==> config.mk <==
export PLATFORM = sky130hd
export DESIGN_NAME = spectrum_band_rgb_mixer
export DESIGN_NICKNAME = d
export VERILOG_FILES = /design/src/hw/rtl/sbrgb_pkg.sv /design/src/hw/rtl/spectrum_band_rgb_mixer.sv /design/src/hw/rtl/sbrgb_div.sv /design/src/hw/rtl/sbrgb_dp.sv /design/src/hw/rtl/sbrgb_ctrl.sv
export SDC_FILE = /design/constraint.sdc
export NUM_CORES = 1
export LEC_CHECK = 0
export CAP_MARGIN = 10
export CORE_ASPECT_RATIO = 1.4
export CORE_MARGIN = 3
export CORE_UTILIZATION = 50
export DETAILED_ROUTE_END_ITERATION = 6
export DONT_BUFFER_PORTS = 1
export HOLD_SLACK_MARGIN = 0.08
export SLEW_MARGIN = 15
export SYNTH_ARGS = -nofsm -noshare
export SYNTH_HDL_FRONTEND = slang
export SYNTH_SLANG_ARGS = --single-unit
==> constraint.sdc <==
create_clock -name clk -period 19.6 [get_ports clk]
set_input_delay 3.92 -clock clk [delete_from_list [all_inputs] [get_ports clk]]
set_output_delay 3.92 -clock clk [all_outputs]
set_load 0.1 [all_outputs]
==> src/hw/rtl/sbrgb_pkg.sv <==
// ----------------------------------------------------------------------------
// sbrgb_pkg
// shared types, register codes, reset values and band routing for the
// spectrum band rgb mixer
// ----------------------------------------------------------------------------
package sbrgb_pkg;

  localparam int BINS_PER_FRAME_DEF = 512;

  localparam int MAG_W      = 16;
  localparam int PULSE_W    = 16;
  localparam int MODE_W     = 3;
  localparam int LEVEL_W    = 16;
  localparam int EDGE_LO_W  = 9;
  localparam int EDGE_W     = 10;
  localparam int TOTAL_W    = 18;
  localparam int PROD_W     = 32;
  localparam int CFG_IDX_W  = 3;
  localparam int CFG_DATA_W = 16;
  localparam int BAND_W     = 2;

  // register indexes
  localparam logic [CFG_IDX_W-1:0] REG_BAND_ROUTE   = 3'd0;
  localparam logic [CFG_IDX_W-1:0] REG_CUTOFF_LEVEL = 3'd1;
  localparam logic [CFG_IDX_W-1:0] REG_LED_MAX      = 3'd2;
  localparam logic [CFG_IDX_W-1:0] REG_FIRST_EDGE   = 3'd3;
  localparam logic [CFG_IDX_W-1:0] REG_SECOND_EDGE  = 3'd4;
  localparam logic [CFG_IDX_W-1:0] REG_THIRD_EDGE   = 3'd5;

  // register reset values
  localparam logic [MODE_W-1:0]    BAND_ROUTE_RST   = 3'd0;
  localparam logic [LEVEL_W-1:0]   CUTOFF_LEVEL_RST = 16'd7000;
  localparam logic [LEVEL_W-1:0]   LED_MAX_RST      = 16'd5000;
  localparam logic [EDGE_LO_W-1:0] FIRST_EDGE_RST   = 9'd18;
  localparam logic [EDGE_LO_W-1:0] SECOND_EDGE_RST  = 9'd45;
  localparam logic [EDGE_W-1:0]    THIRD_EDGE_RST   = 10'd140;

  // band indexes
  localparam logic [BAND_W-1:0] BAND_ONE   = 2'd0;
  localparam logic [BAND_W-1:0] BAND_TWO   = 2'd1;
  localparam logic [BAND_W-1:0] BAND_THREE = 2'd2;

  // colour routing codes, named red-green-blue by band
  localparam logic [MODE_W-1:0] MODE_R1_G2_B3 = 3'd0;
  localparam logic [MODE_W-1:0] MODE_R2_G3_B1 = 3'd1;
  localparam logic [MODE_W-1:0] MODE_R3_G1_B2 = 3'd2;
  localparam logic [MODE_W-1:0] MODE_R2_G1_B3 = 3'd3;
  localparam logic [MODE_W-1:0] MODE_R1_G3_B2 = 3'd4;
  localparam logic [MODE_W-1:0] MODE_R3_G2_B1 = 3'd5;

  typedef struct packed {
    logic [MAG_W-1:0] magnitude;
    logic             frame_end;
  } bin_item_t;

  typedef struct packed {
    logic [PULSE_W-1:0] red_pulse;
    logic [PULSE_W-1:0] green_pulse;
    logic [PULSE_W-1:0] blue_pulse;
  } led_item_t;

  typedef struct packed {
    logic              acc_en;
    logic              mul_en;
    logic              div_start;
    logic              pulse_wr;
    logic              pulse_zero;
    logic              out_load;
    logic [BAND_W-1:0] band_sel;
  } ctrl_cmd_t;

  typedef struct packed {
    logic band_lit;
    logic div_busy;
    logic div_done;
    logic out_free;
  } dp_status_t;

  function automatic led_item_t route_bands(input logic [MODE_W-1:0]  mode,
                                            input logic [PULSE_W-1:0] p1,
                                            input logic [PULSE_W-1:0] p2,
                                            input logic [PULSE_W-1:0] p3);
    led_item_t r;
    case (mode)
      MODE_R2_G3_B1: r = '{red_pulse: p2, green_pulse: p3, blue_pulse: p1};
      MODE_R3_G1_B2: r = '{red_pulse: p3, green_pulse: p1, blue_pulse: p2};
      MODE_R2_G1_B3: r = '{red_pulse: p2, green_pulse: p1, blue_pulse: p3};
      MODE_R1_G3_B2: r = '{red_pulse: p1, green_pulse: p3, blue_pulse: p2};
      MODE_R3_G2_B1: r = '{red_pulse: p3, green_pulse: p2, blue_pulse: p1};
      default:       r = '{red_pulse: p1, green_pulse: p2, blue_pulse: p3};
    endcase
    return r;
  endfunction

endpackage

==> src/hw/rtl/spectrum_band_rgb_mixer.sv <==
// ----------------------------------------------------------------------------
// spectrum_band_rgb_mixer
// sums spectrum bins into three bands and turns each frame into rgb pulses
// ----------------------------------------------------------------------------
// bins are taken one per cycle until the item marked frame_end
// that item's result then reaches the output register via S_DONE after
// one S_SEL state per quiet band and S_SEL, S_START, S_WAIT per lit band (shared divider)
// the next frame's bins are stalled until the result is loaded
// rst is synchronous: clears control, config back to its reset values
// ----------------------------------------------------------------------------
module spectrum_band_rgb_mixer
  import sbrgb_pkg::*;
#(
  parameter int BINS_PER_FRAME = BINS_PER_FRAME_DEF
) (
  input  logic                  clk,
  input  logic                  rst,
  // bin channel
  input  logic                  bin_valid,
  output logic                  bin_stall,
  input  bin_item_t             bin_data,
  // led channel
  output logic                  led_valid,
  input  logic                  led_stall,
  output led_item_t             led_data,
  // config write channel
  input  logic                  cfg_valid,
  output logic                  cfg_ready,
  input  logic [CFG_IDX_W-1:0]  cfg_index,
  input  logic [CFG_DATA_W-1:0] cfg_data
);

  ctrl_cmd_t  cmd;
  dp_status_t sts;

  // registers take a write in any cycle
  assign cfg_ready = 1'b1;

  // controller: bin intake, band sequencing, output hand-off
  sbrgb_ctrl u_ctrl (
    .clk       (clk),
    .rst       (rst),
    .bin_valid (bin_valid),
    .frame_end (bin_data.frame_end),
    .sts       (sts),
    .cmd       (cmd),
    .bin_stall (bin_stall)
  );

  // datapath: accumulators, band product, divider, colour routing
  sbrgb_dp #(
    .BINS_PER_FRAME (BINS_PER_FRAME)
  ) u_dp (
    .clk       (clk),
    .rst       (rst),
    .cfg_we    (cfg_valid && cfg_ready),
    .cfg_index (cfg_index),
    .cfg_data  (cfg_data),
    .bin_data  (bin_data),
    .led_stall (led_stall),
    .cmd       (cmd),
    .sts       (sts),
    .led_valid (led_valid),
    .led_data  (led_data)
  );

  // a frame end item stops further bins until its result is out
  a_frame_end_stalls: assert property (@(posedge clk) disable iff (rst)
    (bin_valid && !bin_stall && bin_data.frame_end) |=> bin_stall)
    else $error("bin taken straight after frame end");

  // the divider is never restarted mid-division
  a_div_start_idle: assert property (@(posedge clk) disable iff (rst)
    cmd.div_start |-> !sts.div_busy)
    else $error("divider started while busy");

  // a quotient is stored only when the divider has finished
  a_pulse_after_div: assert property (@(posedge clk) disable iff (rst)
    cmd.pulse_wr |-> sts.div_done)
    else $error("pulse written without finished division");

  // a waiting result is never overwritten
  a_no_overwrite: assert property (@(posedge clk) disable iff (rst)
    cmd.out_load |-> (!led_valid || !led_stall))
    else $error("output overwritten while stalled");

endmodule

==> src/hw/rtl/sbrgb_div.sv <==
// ----------------------------------------------------------------------------
// sbrgb_div
// restoring divider, one quotient bit a cycle; quotient known to fit 16 bits
// ----------------------------------------------------------------------------
module sbrgb_div
  import sbrgb_pkg::*;
(
  input  logic               clk,
  input  logic               rst,
  input  logic               start,
  input  logic [PROD_W-1:0]  dividend,
  input  logic [TOTAL_W-1:0] divisor,
  output logic [PULSE_W-1:0] quotient,
  output logic               busy,
  output logic               done
);

  localparam int CNT_W = $clog2(PULSE_W);

  logic [TOTAL_W-1:0] rem;
  logic [PULSE_W-1:0] lo;
  logic [TOTAL_W-1:0] dvs;
  logic [CNT_W-1:0]   cnt;
  logic [TOTAL_W:0]   trial;
  logic               fits;

  assign trial    = {rem, lo[PULSE_W-1]};
  assign fits     = trial >= {1'b0, dvs};
  assign quotient = lo;

  always_ff @(posedge clk) begin
    if (rst) begin
      busy <= 1'b0;
      done <= 1'b0;
      cnt  <= '0;
    end else begin
      done <= 1'b0;
      if (start) begin
        busy <= 1'b1;
        cnt  <= '0;
      end else if (busy) begin
        cnt <= cnt + 1'b1;
        if (cnt == CNT_W'(PULSE_W - 1)) begin
          busy <= 1'b0;
          done <= 1'b1;
        end
      end
    end
  end

  // upper half is below the divisor, so the quotient needs only the low half
  always_ff @(posedge clk) begin
    if (start) begin
      rem <= TOTAL_W'(dividend[PROD_W-1:PULSE_W]);
      lo  <= dividend[PULSE_W-1:0];
      dvs <= divisor;
    end else if (busy) begin
      rem <= fits ? TOTAL_W'(trial - {1'b0, dvs}) : trial[TOTAL_W-1:0];
      lo  <= {lo[PULSE_W-2:0], fits};
    end
  end

endmodule

==> src/hw/rtl/sbrgb_dp.sv <==
// ----------------------------------------------------------------------------
// sbrgb_dp
// datapath: config registers, band accumulators, multiplier, divider,
// pulse store and output register
// ----------------------------------------------------------------------------
module sbrgb_dp
  import sbrgb_pkg::*;
#(
  parameter int BINS_PER_FRAME = BINS_PER_FRAME_DEF
) (
  input  logic                  clk,
  input  logic                  rst,
  input  logic                  cfg_we,
  input  logic [CFG_IDX_W-1:0]  cfg_index,
  input  logic [CFG_DATA_W-1:0] cfg_data,
  input  bin_item_t             bin_data,
  input  logic                  led_stall,
  input  ctrl_cmd_t             cmd,
  output dp_status_t            sts,
  output logic                  led_valid,
  output led_item_t             led_data
);

  localparam int POS_W = $clog2(BINS_PER_FRAME + 1);
  localparam int CMP_W = (POS_W > EDGE_W) ? POS_W : EDGE_W;

  logic [MODE_W-1:0]    band_route;
  logic [LEVEL_W-1:0]   cutoff_level;
  logic [LEVEL_W-1:0]   led_max;
  logic [EDGE_LO_W-1:0] first_edge;
  logic [EDGE_LO_W-1:0] second_edge;
  logic [EDGE_W-1:0]    third_edge;

  logic [POS_W-1:0]   bin_position;
  logic [MAG_W-1:0]   band_one_sum;
  logic [MAG_W-1:0]   band_two_sum;
  logic [MAG_W-1:0]   band_three_sum;
  logic [PROD_W-1:0]  prod;
  logic [PULSE_W-1:0] pulse [3];

  logic [EDGE_W-1:0]  e1, e2, e3;
  logic [CMP_W-1:0]   pos_x;
  logic               in_frame;
  logic               in_one, in_two, in_three;
  logic [TOTAL_W-1:0] total;
  logic [MAG_W-1:0]   band_cur;
  logic [PULSE_W-1:0] quotient;
  logic               div_busy, div_done;

  // config registers
  always_ff @(posedge clk) begin
    if (rst) begin
      band_route   <= BAND_ROUTE_RST;
      cutoff_level <= CUTOFF_LEVEL_RST;
      led_max      <= LED_MAX_RST;
      first_edge   <= FIRST_EDGE_RST;
      second_edge  <= SECOND_EDGE_RST;
      third_edge   <= THIRD_EDGE_RST;
    end else if (cfg_we) begin
      case (cfg_index)
        REG_BAND_ROUTE:   band_route   <= cfg_data[MODE_W-1:0];
        REG_CUTOFF_LEVEL: cutoff_level <= cfg_data[LEVEL_W-1:0];
        REG_LED_MAX:      led_max      <= cfg_data[LEVEL_W-1:0];
        REG_FIRST_EDGE:   first_edge   <= cfg_data[EDGE_LO_W-1:0];
        REG_SECOND_EDGE:  second_edge  <= cfg_data[EDGE_LO_W-1:0];
        REG_THIRD_EDGE:   third_edge   <= cfg_data[EDGE_W-1:0];
        default: ;
      endcase
    end
  end

  // edges forced into order
  always_comb begin
    e1 = (first_edge == '0) ? EDGE_W'(1) : EDGE_W'(first_edge);
    e2 = (EDGE_W'(second_edge) < e1) ? e1 : EDGE_W'(second_edge);
    e3 = (third_edge < e2) ? e2 : third_edge;
  end

  assign pos_x    = CMP_W'(bin_position);
  assign in_frame = bin_position < POS_W'(BINS_PER_FRAME);
  assign in_one   = (pos_x >= CMP_W'(1)) && (pos_x < CMP_W'(e1));
  assign in_two   = (pos_x >= CMP_W'(e1)) && (pos_x < CMP_W'(e2));
  assign in_three = (pos_x >= CMP_W'(e2)) && (pos_x < CMP_W'(e3));

  always_ff @(posedge clk) begin
    if (rst || cmd.out_load) begin
      bin_position   <= '0;
      band_one_sum   <= '0;
      band_two_sum   <= '0;
      band_three_sum <= '0;
    end else if (cmd.acc_en && in_frame) begin
      bin_position <= bin_position + 1'b1;
      if (in_one) begin
        band_one_sum <= band_one_sum + bin_data.magnitude;
      end else if (in_two) begin
        band_two_sum <= band_two_sum + bin_data.magnitude;
      end else if (in_three) begin
        band_three_sum <= band_three_sum + bin_data.magnitude;
      end
    end
  end

  assign total = TOTAL_W'(band_one_sum) + TOTAL_W'(band_two_sum)
               + TOTAL_W'(band_three_sum);

  always_comb begin
    case (cmd.band_sel)
      BAND_ONE: band_cur = band_one_sum;
      BAND_TWO: band_cur = band_two_sum;
      default:  band_cur = band_three_sum;
    endcase
  end

  always_ff @(posedge clk) begin
    if (cmd.mul_en) begin
      prod <= band_cur * led_max;
    end
  end

  sbrgb_div u_div (
    .clk      (clk),
    .rst      (rst),
    .start    (cmd.div_start),
    .dividend (prod),
    .divisor  (total),
    .quotient (quotient),
    .busy     (div_busy),
    .done     (div_done)
  );

  always_ff @(posedge clk) begin
    if (cmd.pulse_zero) begin
      pulse[cmd.band_sel] <= '0;
    end else if (cmd.pulse_wr) begin
      pulse[cmd.band_sel] <= quotient;
    end
  end

  // output register
  always_ff @(posedge clk) begin
    if (rst) begin
      led_valid <= 1'b0;
    end else if (cmd.out_load) begin
      led_valid <= 1'b1;
    end else if (!led_stall) begin
      led_valid <= 1'b0;
    end
  end

  always_ff @(posedge clk) begin
    if (cmd.out_load) begin
      led_data <= route_bands(band_route, pulse[0], pulse[1], pulse[2]);
    end
  end

  assign sts.band_lit = band_cur > cutoff_level;
  assign sts.div_busy = div_busy;
  assign sts.div_done = div_done;
  assign sts.out_free = !led_valid || !led_stall;

endmodule

==> src/hw/rtl/sbrgb_ctrl.sv <==
// ----------------------------------------------------------------------------
// sbrgb_ctrl
// frame controller: takes bins, then walks the three bands through the multiplier
// and, for a lit band, the divider, and hands the result to the output register
// ----------------------------------------------------------------------------
module sbrgb_ctrl
  import sbrgb_pkg::*;
(
  input  logic       clk,
  input  logic       rst,
  input  logic       bin_valid,
  input  logic       frame_end,
  input  dp_status_t sts,
  output ctrl_cmd_t  cmd,
  output logic       bin_stall
);

  localparam logic [2:0] S_ACC   = 3'd0;
  localparam logic [2:0] S_SEL   = 3'd1;
  localparam logic [2:0] S_START = 3'd2;
  localparam logic [2:0] S_WAIT  = 3'd3;
  localparam logic [2:0] S_DONE  = 3'd4;

  logic [2:0]        state, state_next;
  logic [BAND_W-1:0] band, band_next;

  always_ff @(posedge clk) begin
    if (rst) begin
      state <= S_ACC;
      band  <= BAND_ONE;
    end else begin
      state <= state_next;
      band  <= band_next;
    end
  end

  always_comb begin
    state_next = state;
    band_next  = band;
    cmd        = '0;
    cmd.band_sel = band;
    case (state)
      S_ACC: begin
        cmd.acc_en = bin_valid;
        if (bin_valid && frame_end) begin
          state_next = S_SEL;
          band_next  = BAND_ONE;
        end
      end
      S_SEL: begin
        cmd.mul_en = 1'b1;
        if (sts.band_lit) begin
          state_next = S_START;
        end else begin
          cmd.pulse_zero = 1'b1;
          if (band == BAND_THREE) begin
            state_next = S_DONE;
          end else begin
            band_next = band + 1'b1;
          end
        end
      end
      S_START: begin
        cmd.div_start = 1'b1;
        state_next    = S_WAIT;
      end
      S_WAIT: begin
        if (sts.div_done) begin
          cmd.pulse_wr = 1'b1;
          if (band == BAND_THREE) begin
            state_next = S_DONE;
          end else begin
            band_next  = band + 1'b1;
            state_next = S_SEL;
          end
        end
      end
      S_DONE: begin
        if (sts.out_free) begin
          cmd.out_load = 1'b1;
          state_next   = S_ACC;
        end
      end
      default: begin
        state_next = S_ACC;
      end
    endcase
  end

  assign bin_stall = state != S_ACC;

endmodule
# Yosys cells after proc, flatten, opt, wreduce, memory -nomap -nowiden
# Memories as Yosys holds them, arrays and structs flattened.
# Cells that the tools add are included.
# Widths: inputs -> output; s select.
# totals
reg_bits,265
ram_bits,48
elab_cells,145
n_memories,1
# classes
add_sub_neg,9
multipliers,1
magnitude_cmp,11
n_eq_ne,23
muxes,43
bitwise,4
reduce_logical,29
# mem_list
name,words,width,read_ports,rd_clocked_by_memory_dff,wr,line_no,rtl
u_dp.pulse,3,16,3,0,1,sbrgb_dp.sv:39,logic [PULSE_W-1:0] pulse [3];
# op_table
cell,n
$pmux 48 s5,1
$mux 16,5
$add 16x16->16,3
$lt 10x10->1,4
$mul 16x16->32,1
$pmux 16 s2,1
$ge 10x10->1,2
$mux 1,20
$mux 10,2
$ge 19x18->1,1
$add 18x16->18,1
$eq 3x2->1 const B,6
$mux 18,1
$mux 3,6
$sub 18x18->18,1
$add 16x16->17,1
$gt 16x16->1,1
$eq 3x3->1 const B,5
$pmux 3 s5,1
$reduce_and 2->1,7
$reduce_and 4->1,3
$add 10x1->10 const B,1
$ge 10x1->1 const B,1
$lt 10x10->1 const B,1
26 further kinds,44

# Logic depth before layout (Yosys ltp)
# Gate-level depths: netlist of run 1.
# logic_depth
word_depth,9
mapped_depth,32
depth_no_buf,29

# Hierarchy
# A second synthesis of run 1 with hierarchy kept.
# hier_totals
hier_cells,2997
hier_area_um2,27670.3
# modules_own_cells
module,n_inst,cells_per_inst,area_per_inst_um2,seq_area_each_um2
sbrgb_dp,1,2661,23801.6,6286.0
sbrgb_div,1,286,3397.0,1661.6
sbrgb_ctrl,1,48,460.4,100.1
spectrum_band_rgb_mixer,1,2,11.3,0.0

# Least setup slack after synthesis of run 1
# Ideal clock, no wire load.
# synth_timing
path_kind,input port to flip-flop
startpoint,input led_stall
endpoint,register u_dp.band_two_sum[10]
setup_ns,0.128
arrival_ns,7.630
t_required_ns,19.472
slack_ns,11.842
cell_stages,6
n_path_buf,3
cell_sequence,a21oi_1 > or2_2 > clkbuf_1 > clkbuf_1 > clkbuf_1 > nor2_1
# synth_between
elab_chain_cells,5
# synth_lines
element,line_no,rtl
from (decl),spectrum_band_rgb_mixer.sv:24,"input logic led_stall,"
$logic_not 1->1,n/a,
$logic_or 1x1->1,sbrgb_dp.sv:159,assign sts.out_free = !led_valid || !led_stall;
$mux 1,sbrgb_ctrl.sv:79,if (sts.out_free) begin
$mux 1,sbrgb_ctrl.sv:42,case (state)
$logic_or 1x1->1,sbrgb_dp.sv:86,if (rst || cmd.out_load) begin
to (signal assigned),sbrgb_dp.sv:96,band_two_sum <= band_two_sum + bin_data.magnitude;
to (decl),sbrgb_dp.sv:36,logic [MAG_W-1:0] band_two_sum;
# Every way passes these cells.
# A chain may end at the register's enable or synchronous reset.

# Worst setup path in the final report of run 1
# layout_timing
startpoint,register u_ctrl.band[0]
endpoint,register u_dp.prod[31] (data pin)
# layout_between
elab_chain_cells,3
elab_cells_between_ends,4
classes_between,mul: 1; eq/ne: 1; mux: 1; reduce/logical: 1
# layout_lines
element,line_no,rtl
from (decl),sbrgb_ctrl.sv:25,"logic [BAND_W-1:0] band, band_next;"
from (signal assigned),sbrgb_ctrl.sv:33,band <= band_next;
$eq 2x1->1 / $logic_not 2->1 (equally long branches),sbrgb_dp.sv:107,case (cmd.band_sel)
$pmux 16 s2 *,sbrgb_dp.sv:107,
$mul 16x16->32 *,sbrgb_dp.sv:116,prod <= band_cur * led_max;
to (signal assigned),sbrgb_dp.sv:116,
to (decl),sbrgb_dp.sv:38,logic [PROD_W-1:0] prod;
# Mark *: on every way between the ends. The rest lies on a longest branch, timed or not.

==> summary.md, run 1 <==
| Metric | Value |
|---|---|
| I/O pin total | `92` |
| Largest net degree at the start of global routing | `86` |
| Critical path peak fanout | `18` |
| Die Span Y | `284 um` |
| Crit path capture | `u_dp.prod[31]` |
| Routing usage on met2 | `between 40% and 50%` |
| Fill cell count | `approximately 5000` |
| Post-synth EDFFs | `roughly 180` |
| Share of the synthesized area in the top cell type | `19.4%` |
| Starting density of the core | `50.7%` |
| PostCTS Resize Cnt | `0` |
| Vias | `21500` |
| Post-CTS Setup Bufs | `0` |
| Initial antenna violation count | `3` |
| Synthesis Warnings | `0` |
| Die X-Extent | `204 um` |
| Num CTS Buffers | `35` |
| Slowest stage delay, CP | `approximately 0.8 ns` |
| Remaining Overflow, GRT | `0` |
| Vias in the first global route | `between 20000 and 25000` |
| DIE AREA | `slightly below 60000 sq um` |
| Hold Path Class | `flop to flop` |
| Fraction of layout cells with a size suffix above 1 | `3.93%` |
| Yosys reg bits | `313` |
| Final worst-path cycle share | `around 45%` |
| WL final | `75600 um` |
| Top cells by area, synth | `edfxtp_1 19%, fa_1 15%, ha_1 12%` |
| Area grow syn2layout | `5.84%` |
| Clock period minus worst slack | `~8.7 ns` |
| Path depth of the worst reg2reg path | `26` |
| Setup WS post-layout | `10.86 ns` |
| Crit end category | `flop` |
| Setup CP Type | `flop to flop` |
| Post-detail-place hpwl | `roughly 60000 um` |
| Port bufs | `0` |
| Met1 Usage GRT | `29.5%` |
| Worst slack, placed | `approximately 11 ns` |
| Post-cts hold buffer count | `0` |
| Crit path DAT | `9.03 ns` |
| CP Buf/Inv Count | `6` |
| Max Fclk | `0.114 GHz` |
| Sequential element share of the synthesized area | `between 20% and 30%` |
| Top FF cell, synth | `edfxtp_1` |
| Setup tns final | `0 ns` |
| Power after layout | `2.10 mW` |
| Router iterations before antenna repair | `5` |
| Relative slew slack | `around a quarter` |
| RR Startpoint | `u_ctrl.band[0]` |
| Flop-to-flop setup slack | `between 10 and 15 ns` |
| First-pass GRT wire length | `120000 um` |
| Worst path depth | `26` |
| CTS H-Tree Depth | `2` |
| Vias/cell | `5.81` |
| CP required | `19.90 ns` |
| Max cap viols | `0` |
| CTS Sinks | `between 300 and 400` |
| Core area | `54300 sq um` |
| Avg WL per Cell | `20.4 um` |
| Commonest non-fill, non-tap cell in the layout | `nand2_1` |
| CP max stage cell | `nor2_1` |
| Routed Antenna Nets | `0` |
| Crit start category | `flop` |
| Maximum clock path buffer count | `3` |
| Async S/R FF share, synth | `0%` |
| Crit. Startpoint | `u_ctrl.band[0]` |
| Synth Area per Inst | `9.10 sq um` |
| Leakage | `12.9 nW` |
| Gr usage total | `26.3%` |
| Post-synthesis cell type count | `80` |
| Syn nets | `3531` |
| Detailed Route Iter0 Violations | `1155` |
| CTS clk-pin slew, worst paths | `around 0.060 ns` |
| Placer Congestion | `0.922` |
| Run status | `complete, no violations` |
| Worst-Skew Late Latency | `0.55 ns` |
| Reg-to-Reg End | `u_dp.prod[31]` |
| Global-route track usage on met3 | `3.82%` |
| Final Setup Violations | `0` |
| Slew @ Worst Pin | `1.14 ns` |
| CTS tree | `yes` |
| Grt peak-use layer | `met2` |
| Power density cells | `72.0 nW/um^2` |
| Syn Inst Count | `approximately 3000` |
| Row cnt | `101` |
| Final Hold Slack | `0.455 ns` |
| DRC Markers | `0` |
| Final Hold Viols | `0` |
| CP top delay family | `adder cells` |
| Max-slew violation count | `0` |
| Final net count | `~3500` |
| Worst Clk Skew | `0.0214 ns` |
| VDD IR max | `0.0565 mV` |
| Area leader, netlist | `edfxtp_1` |
| Clk root buf | `clkbuf_16` |
| Most frequent cells in the layout | `456 x nand2_1, 329 x inv_1, 263 x ha_1` |
| Cell Area, Synth | `27600 sq um` |
| RSZ-0062 raised after global routing | `false` |
## worst min-delay path, stage by stage, from the launching register on
cell     delay, ns
dfxtp_1       0.30
nand2_1       0.05
a21oi_1       0.05
## where the power goes
| group | leakage, nW | switching (mW) | internal (mW) | total, mW |
|---|---|---|---|---|
| clock | 0.521 | 0.280 | 0.353 | 0.633 |
| combinational | 9.69 | 0.407 | 0.261 | 0.668 |
| sequential | 2.74 | 0.0399 | 0.758 | 0.798 |
| total | 12.9 | 0.727 | 1.37 | 2.10 |
## area by class of cell
class	instances	area, sq um	area share [%]
Antenna cell	4	10.0	0.0343
Clock buffer	44	940	3.22
Clock inverter	18	116	0.399
Inverter	330	1240	4.25
Multi-Input combinational cell	2251	17800	60.9
Sequential cell	313	8050	27.6
Tap cell	721	902	3.09
Timing Repair Buffer	18	135	0.463
## metrics by stage
step | utilization (%) | std cells | instance area, sq um
after global placement | 51.7 | 3633 | 28100
after floorplan | - | 3027 | 27600
after CTS | 53.6 | 3695 | 29200
final | 53.7 | 3699 | 29200
after global routing | 53.7 | 3699 | 29200
after detailed placement | 51.7 | 3633 | 28100
## registers in the layout, summed over array words and instances (netlist names), 2 cells and up
name / cells
u_dp.cutoff_level: 16
u_dp.u_div.dvs: 18
u_dp.band_three_sum: 16
u_dp.led_max: 16
u_dp.u_div.cnt: 4
u_ctrl.band: 2
u_dp.prod: 32
u_dp.u_div.rem: 18
u_dp.pulse: 48
u_dp.third_edge: 10
u_dp.second_edge: 9
u_dp.first_edge: 9
u_dp.u_div.quotient: 16
u_dp.bin_position: 10
u_dp.led_data: 48
u_dp.band_route: 3
u_dp.band_two_sum: 16
u_dp.band_one_sum: 16
u_ctrl.state: 3
## kinds of logic after synthesis
kind of cell | after synthesis | synth area share [%]
xor gates and xnor gates | 107 | 3.40
and+or+nand+nor | 1011 | 17.3
adders and majority gates | 464 | 26.5
buffers and inverters | 463 | 6.41
AOI/OAI and AO/OA | 594 | 14.4
DFF | 313 | 29.2
other | 1 | 0.0136
muxes | 74 | 2.79
## layer usage
| metal | vias up | routed length (um) |
|---|---|---|
| li1 | 10200 | - |
| met1 | 10500 | 28400 |
| met2 | 614 | 39400 |
| met3 | 200 | 3800 |
| met4 | 2 | 4060 |
| met5 | - | 13 |
## how the worst min path moves through the flow
stage,start,to,cells after the start
floorplan,u_dp.cutoff_level[10],u_dp.cutoff_level[10],2
global placement,u_dp.cutoff_level[14],u_dp.cutoff_level[14],2
detailed placement,u_dp.cutoff_level[15],u_dp.cutoff_level[15],2
CTS,u_dp.cutoff_level[15],u_dp.cutoff_level[15],2
global route,u_dp.cutoff_level[7],u_dp.cutoff_level[7],2
finish,u_dp.cutoff_level[15],u_dp.cutoff_level[15],2
## Yosys cell counts (all sizes together) (20+ instances only)
cell type  instances
a21o              43
o211ai            21
mux2i             55
a21oi            167
a22oi             33
nor2b             41
and2             151
nand2b            56
clkbuf           117
o21ai            128
xor2              34
a221o             33
dfxtp            135
nand2            456
a221oi            22
inv              329
fa               200
a22o              20
ha               263
nor3              36
o21bai            20
nand3             38
xnor2             73
nor2             151
edfxtp           178
a211oi            34
Note: power is estimated with default switching activity, not from simulation.
==> run 2: changes to the inputs <==
==> constraint.sdc (replaced) <==
create_clock -name clk -period 8.34 [get_ports clk]
set_input_delay 1.668 -clock clk [delete_from_list [all_inputs] [get_ports clk]]
set_output_delay 1.668 -clock clk [all_outputs]
set_load 0.1 [all_outputs]
==> summary.md, run 2 (same netlist as run 1, synthesis figures left out) <==
| Metric | Value |
|---|---|
| Multi-input logic area | `approximately 18000 sq um` |
| CTS H-Tree Depth | `2` |
| CP top delay family | `adder cells` |
| Die Span Y | `284 um` |
| Die X-Extent | `204 um` |
| RSZ-0062 raised after global routing | `false` |
| Routed Antenna Nets | `0` |
| Core area | `54300 sq um` |
| Slew @ Worst Pin | `1.13 ns` |
| Relative slew slack | `24.6%` |
| CTS clk-pin slew, worst paths | `about 0.06 ns` |
| Remaining Overflow, GRT | `0` |
| Critical path peak fanout | `11` |
| Clock period minus worst slack | `roughly 7.7 ns` |
| Run status | `complete, no violations` |
| Area grow syn2layout | `6.83%` |
| WL final | `roughly 76000 um` |
| Fraction of layout cells with a size suffix above 1 | `4.93%` |
| Max cap viols | `0` |
| Setup tns final | `0 ns` |
| Crit path DAT | `about 8.0 ns` |
| Largest net degree at the start of global routing | `86` |
| Max Fclk | `roughly 0.13 GHz` |
| Power density cells | `between 150 and 200 nW/um^2` |
| CTS Sinks | `313` |
| Crit start category | `flop` |
| Placer Congestion | `0.946` |
| Power after layout | `5.05 mW` |
| Largest registers | `u_dp.led_data (48), u_dp.pulse (48), u_dp.prod (32)` |
| CTS tree | `yes` |
| Router iterations before antenna repair | `5` |
| Post-CTS Setup Bufs | `0` |
| Slowest stage delay, CP | `~0.55 ns` |
| Row cnt | `approximately 100` |
| Vias | `21600` |
| I/O pin total | `92` |
| Starting density of the core | `50.7%` |
| FF/Latch Area | `between 8000 and 9000 sq um` |
| DIE AREA | `58000 sq um` |
| Vias/cell | `approximately 5.8` |
| Detailed Route Iter0 Violations | `1147` |
| Clk root buf | `clkbuf_16` |
| First-pass GRT wire length | `120000 um` |
| Crit end category | `flop` |
| DRC Markers | `0` |
| CP Buf/Inv Count | `8` |
| Avg WL per Cell | `20.3 um` |
| Final Setup Violations | `0` |
| Fill cell count | `4961` |
| Maximum clock path buffer count | `3` |
| Worst Clk Skew | `0.0212 ns` |
| Gr usage total | `26.3%` |
| Worst-Skew Late Latency | `0.55 ns` |
| Setup CP Type | `flop to flop` |
| Most frequent cells in the layout | `456 x nand2_1, 329 x inv_1, 263 x ha_1` |
| Final Hold Viols | `0` |
| Hold Path Class | `flop to flop` |
| Initial antenna violation count | `3` |
| CP max stage cell | `fa_1` |
| Port bufs | `0` |
| Post-detail-place hpwl | `58900 um` |
| Vias in the first global route | `22100` |
| VDD IR max | `0.120 mV` |
| CP required | `8.63 ns` |
| Max-slew violation count | `0` |
| Final net count | `~3500` |
| Commonest non-fill, non-tap cell in the layout | `nand2_1` |
| Final Hold Slack | `approximately 0.46 ns` |
| Final worst-path cycle share | `92.4%` |
| Num CTS Buffers | `36` |
| Leakage | `13.1 nW` |
==> run 2: cell count changes in the layout (fill, tap and decap cells not counted), sizes merged <==
cell	change
clkinv	-1
clkbuf	+1
buf	+27
inv	+1
bufinv	+1
==> run 2: what timing repair did <==
action                     CTS  global route
hold buffers                 0             0
resized for setup            0             1
hold endpoints to repair     0             0
setup endpoints to repair    0             1
==> run 2: final timing paths <==
check | from | endpoint | slack [ns] | cells past startpoint
max | u_ctrl.band[0] | u_dp.prod[31] | 0.63 | 28
min | u_dp.cutoff_level[13] | u_dp.cutoff_level[13] | 0.46 | 2
max reg2reg | u_ctrl.band[0] | u_dp.prod[31] | 0.63 | 28
min reg2reg | u_dp.cutoff_level[13] | u_dp.cutoff_level[13] | 0.46 | 2
==> run 2: stage by stage <==
step           std cells  setup slack (ns)  instance area, sq um  utilization (%)
5_1_grt             3728            0.0778                 29400             54.2
3_3_place_gp        3660             0.675                 28300             52.1
4_1_cts             3724             0.501                 29400             54.1
2_1_floorplan       3027             0.907                 27600                -
3_5_place_dp        3660             0.555                 28300             52.1
6_report            3728             0.631                 29400             54.2
==> run 2: report_power, final <==
group / leakage [nW] / internal [mW] / switching [mW]
logic: 9.83 / 0.621 / 0.996
registers: 2.74 / 1.78 / 0.0967
clock network: 0.549 / 0.881 / 0.674
==> run 2: final cells by class <==
| type | instances | share of cell area, % |
|---|---|---|
| Inverter | 330 | 4.21 |
| Timing Repair Buffer | 45 | 1.15 |
| Sequential cell | 313 | 27.4 |
| Antenna cell | 4 | 0.0340 |
| Multi-Input combinational cell | 2251 | 60.4 |
| Clock buffer | 45 | 3.24 |
| Tap cell | 721 | 3.06 |
| Clock inverter | 19 | 0.570 |
==> run 2: worst reg2reg max path: cells and delay by family (launching register included) <==
family | cells | cell delay (ns)
AO/OA/AOI/OAI | 5 | 1.16
adder cells (fa/ha/maj) | 8 | 3.62
buffers and inverters | 8 | 0.79
flip-flops | 1 | 0.37
multiplexers | 1 | 0.13
AND/OR/NAND/NOR | 6 | 1.37
==> run 2: layer usage <==
| layer | global-route usage, % | wire [um] | vias to the layer above |
|---|---|---|---|
| met4 | 14.5 | 4590 | 0 |
| li1 | - | - | 10200 |
| met5 | 0 | 0 | - |
| met2 | 48.1 | 39300 | 604 |
| met1 | 29.0 | 28400 | 10600 |
| met3 | 3.80 | 3350 | 201 |
==> run 3: changes to the inputs <==
--- a/config.mk
+++ b/config.mk
@@ -5,10 +5,12 @@
 export SDC_FILE = /design/constraint.sdc
 export NUM_CORES = 1
 export LEC_CHECK = 0
+export ABC_AREA = 1
 export CAP_MARGIN = 10
 export CORE_ASPECT_RATIO = 1.4
 export CORE_MARGIN = 3
 export CORE_UTILIZATION = 50
+export CTS_BUF_LIST = sky130_fd_sc_hd__clkbuf_16
 export DETAILED_ROUTE_END_ITERATION = 6
 export DONT_BUFFER_PORTS = 1
 export HOLD_SLACK_MARGIN = 0.08
==> summary.md, run 3 <==
| Metric | Value |
|---|---|
| Run status | `complete, no violations` |
| Reg power frac | `27.4%` |
| Vias | `19900` |
| Relative slew slack | `19.5%` |
| Setup CP Type | `flop to flop` |
| CTS clk-pin slew, worst paths | `0.07 ns` |
| Clk root buf | `clkbuf_16` |
| Syn nets | `~3500` |
| Fraction of layout cells with a size suffix above 1 | `4.06%` |
| Max Fclk | `0.127 GHz` |
| Vias in the first global route | `roughly 21000` |
| Top FF cell, synth | `edfxtp_1` |
| Net switching power | `3.60 mW` |
| Area leader, netlist | `edfxtp_1` |
| Core area | `50200 sq um` |
| DIE AREA | `53900 sq um` |
| Area grow syn2layout | `7.34%` |
| Core Util, Final | `between 50% and 60%` |
| Most frequent cells in the layout | `522 x inv_1, 453 x nand2_1, 266 x nor2_1` |
| CP required | `~8.6 ns` |
| Mux share of post-synthesis cell area | `0%` |
| Starting density of the core | `50.8%` |
| Multi-input logic area | `15200 sq um` |
| Final Setup Violations | `0` |
| RSZ-0062 raised after global routing | `false` |
| DRC Markers | `0` |
| Leakage | `12.8 nW` |
| Vias/cell | `5.52` |
| Yosys reg bits | `313` |
| Final worst-path cycle share | `a little over nine tenths` |
| CP max stage cell | `a21oi_1` |
| Worst Clk Skew | `0.0253 ns` |
| Final Hold Viols | `0` |
| Fill cell count | `4737` |
| Port bufs | `0` |
| FF/Latch Area | `8050 sq um` |
| Power density cells | `a little under 300 nW/um^2` |
| Max cap viols | `0` |
| Clk pwr share | `19.7%` |
| Count leader, synth | `inv_1` |
| Placer Congestion | `0.905` |
| Remaining Overflow, GRT | `0` |
| Die Span Y | `273 um` |
| Async S/R FF share, synth | `0%` |
| Crit. Startpoint | `u_ctrl.band[0]` |
| Detailed Route Iter0 Violations | `1300` |
| CTS tree | `yes` |
| Worst-Skew Late Latency | `~0.56 ns` |
| Power after layout | `about 8 mW` |
| Largest net degree at the start of global routing | `84` |
| Row cnt | `97` |
| Router iterations before antenna repair | `5` |
| Routed Antenna Nets | `0` |
| Post-CTS Setup Bufs | `0` |
| Avg WL per Cell | `about 19 um` |
| Adder-Cell Fraction of Synth Area | `28.6%` |
| Diodes inserted | `0` |
| Crit start category | `flop` |
| Slowest stage delay, CP | `0.74 ns` |
| RR Startpoint | `u_ctrl.band[0]` |
| Post-synthesis cell type count | `59` |
| CTS Sinks | `313` |
| Synth top cells by count | `519 x inv_1, 453 x nand2_1, 269 x nor2_1` |
| Synth Area per Inst | `8.66 sq um` |
| Final net count | `3436` |
| Setup tns final | `0 ns` |
| Synth Area in Simple Gates | `a little over an eighth` |
| Post-detail-place hpwl | `55000 um` |
| Reg-to-Reg End | `u_dp.prod[30]` |
| CTS H-Tree Depth | `2` |
| Final instance area | `27400 sq um` |
| Num CTS Buffers | `34` |
| Xor/xnor share of the synthesized area | `3.94%` |
| Sequential element share of the synthesized area | `31.5%` |
| Initial antenna violation count | `0` |
| Largest family of logic cells by synthesized area | `adder cells` |
| Flop-to-flop setup slack | `between 0.4 and 0.5 ns` |
| Comb pwr share | `a little over half` |
| WHS Path Cells | `2` |
| Path depth of the worst reg2reg path | `26` |
| Top cells by area, synth | `edfxtp_1 21%, fa_1 16%, ha_1 13%` |
| Die X-Extent | `between 150 and 200 um` |
| I/O pin total | `a little over 90` |
| Pint | `approximately 4.5 mW` |
| Hold Path Class | `flop to flop` |
| Post-synth EDFFs | `178` |
| Cell Area, Synth | `25500 sq um` |
| VDD IR max | `0.160 mV` |
| Compound-cell area share of the yosys netlist | `13.1%` |
| Slew @ Worst Pin | `between 1 and 1.5 ns` |
| Area after DPL | `26200 sq um` |
| Largest registers | `u_dp.led_data (48), u_dp.pulse (48), u_dp.prod (32)` |
| Crit end category | `flop` |
| WL final | `69100 um` |
| Max-slew violation count | `0` |
| First-pass GRT wire length | `approximately 110000 um` |
| Crit path DAT | `8.13 ns` |
| Syn Inst Count | `2950` |
| Final Hold Slack | `roughly 0.46 ns` |
| Share of the synthesized area in the top cell type | `20.9%` |
| Post-cts hold buffer count | `0` |
| Gr usage total | `a little over a quarter` |
| Sw frac | `44.2%` |
| Synthesis Warnings | `0` |
| Maximum clock path buffer count | `3` |
| Clock period minus worst slack | `slightly below 8 ns` |
| Commonest non-fill, non-tap cell in the layout | `inv_1` |
| Hold wc startpoint | `u_dp.u_div.cnt[3]` |
| WHS Endpoint | `u_dp.u_div.done` |
| Critical path peak fanout | `11` |
| PostCTS Resize Cnt | `0` |
## run 3: cell types whose count changed after synthesis, sizes merged, moves of 46 or more
| cell | delta |
|---|---|
| clkbuf | -46 |
| inv | +192 |
| o21ai | +87 |
| and2 | -151 |
| xor2 | +46 |
| a21oi | +62 |
| nor2 | +131 |
| nand2b | -56 |
| mux2i | -55 |
## run 3: logic make-up after synthesis
logic type | after synthesis
and+or+nand+nor | 857
xor gates and xnor gates | 115
DFF | 313
AOI/OAI and AO/OA | 586
buffers and inverters | 615
adders and majority gates | 463
other | 1
## run 3: stage by stage
step                cells  setup slack, ns
floorplan            2950             1.50
global placement     3539            0.738
detailed placement   3539            0.538
CTS                  3601            0.540
global route         3601           0.0703
finish               3601            0.481
## run 3: worst max path at each step
| stage | endpoint | slack (ns) | cells after the start |
|---|---|---|---|
| floorplan | u_dp.prod[30] | 1.50 | 29 |
| global route | u_dp.prod[30] | 0.07 | 26 |
| finish | u_dp.prod[30] | 0.48 | 26 |
| global placement | u_dp.prod[30] | 0.74 | 26 |
| CTS | u_dp.prod[30] | 0.54 | 26 |
| detailed placement | u_dp.prod[30] | 0.54 | 26 |
## run 3: per-layer routing
metal	share of wire, %	GRT usage (%)
met4	4.2	10.3
met2	50	46.9
met5	0	0
met3	4.6	2.92
met1	41	32.3
## run 3: critical path, delay by kind of cell, from the launching register on
| kind | cells | cell delay (ns) |
|---|---|---|
| AOI/OAI and AO/OA | 4 | 1.28 |
| xor gates and xnor gates | 1 | 0.11 |
| adders and majority gates | 8 | 3.69 |
| buffers and inverters | 6 | 1.02 |
| DFF | 1 | 0.36 |
| and+or+nand+nor | 7 | 1.13 |
## run 3: area by class of cell
type / count / area share, %
Inverter: 533 / 7.31
Clock buffer: 35 / 3.19
Sequential cell: 313 / 29.4
Clock inverter: 27 / 1.13
Timing Repair Buffer: 28 / 0.767
Multi-Input combinational cell: 2022 / 55.3
Tap cell: 643 / 2.93
## run 3: power groups by stage
| stage | sequential [mW] | clock, mW | combinational, mW |
|---|---|---|---|
| 2_1_floorplan | 2.19 | 0 | 3.18 |
| 3_3_place_gp | 2.25 | 0 | 4.21 |
| 3_5_place_dp | 2.25 | 0 | 4.29 |
| 4_1_cts | 2.22 | 1.64 | 4.33 |
| 5_1_grt | 2.25 | 1.70 | 4.94 |
| 6_report | 2.22 | 1.60 | 4.30 |
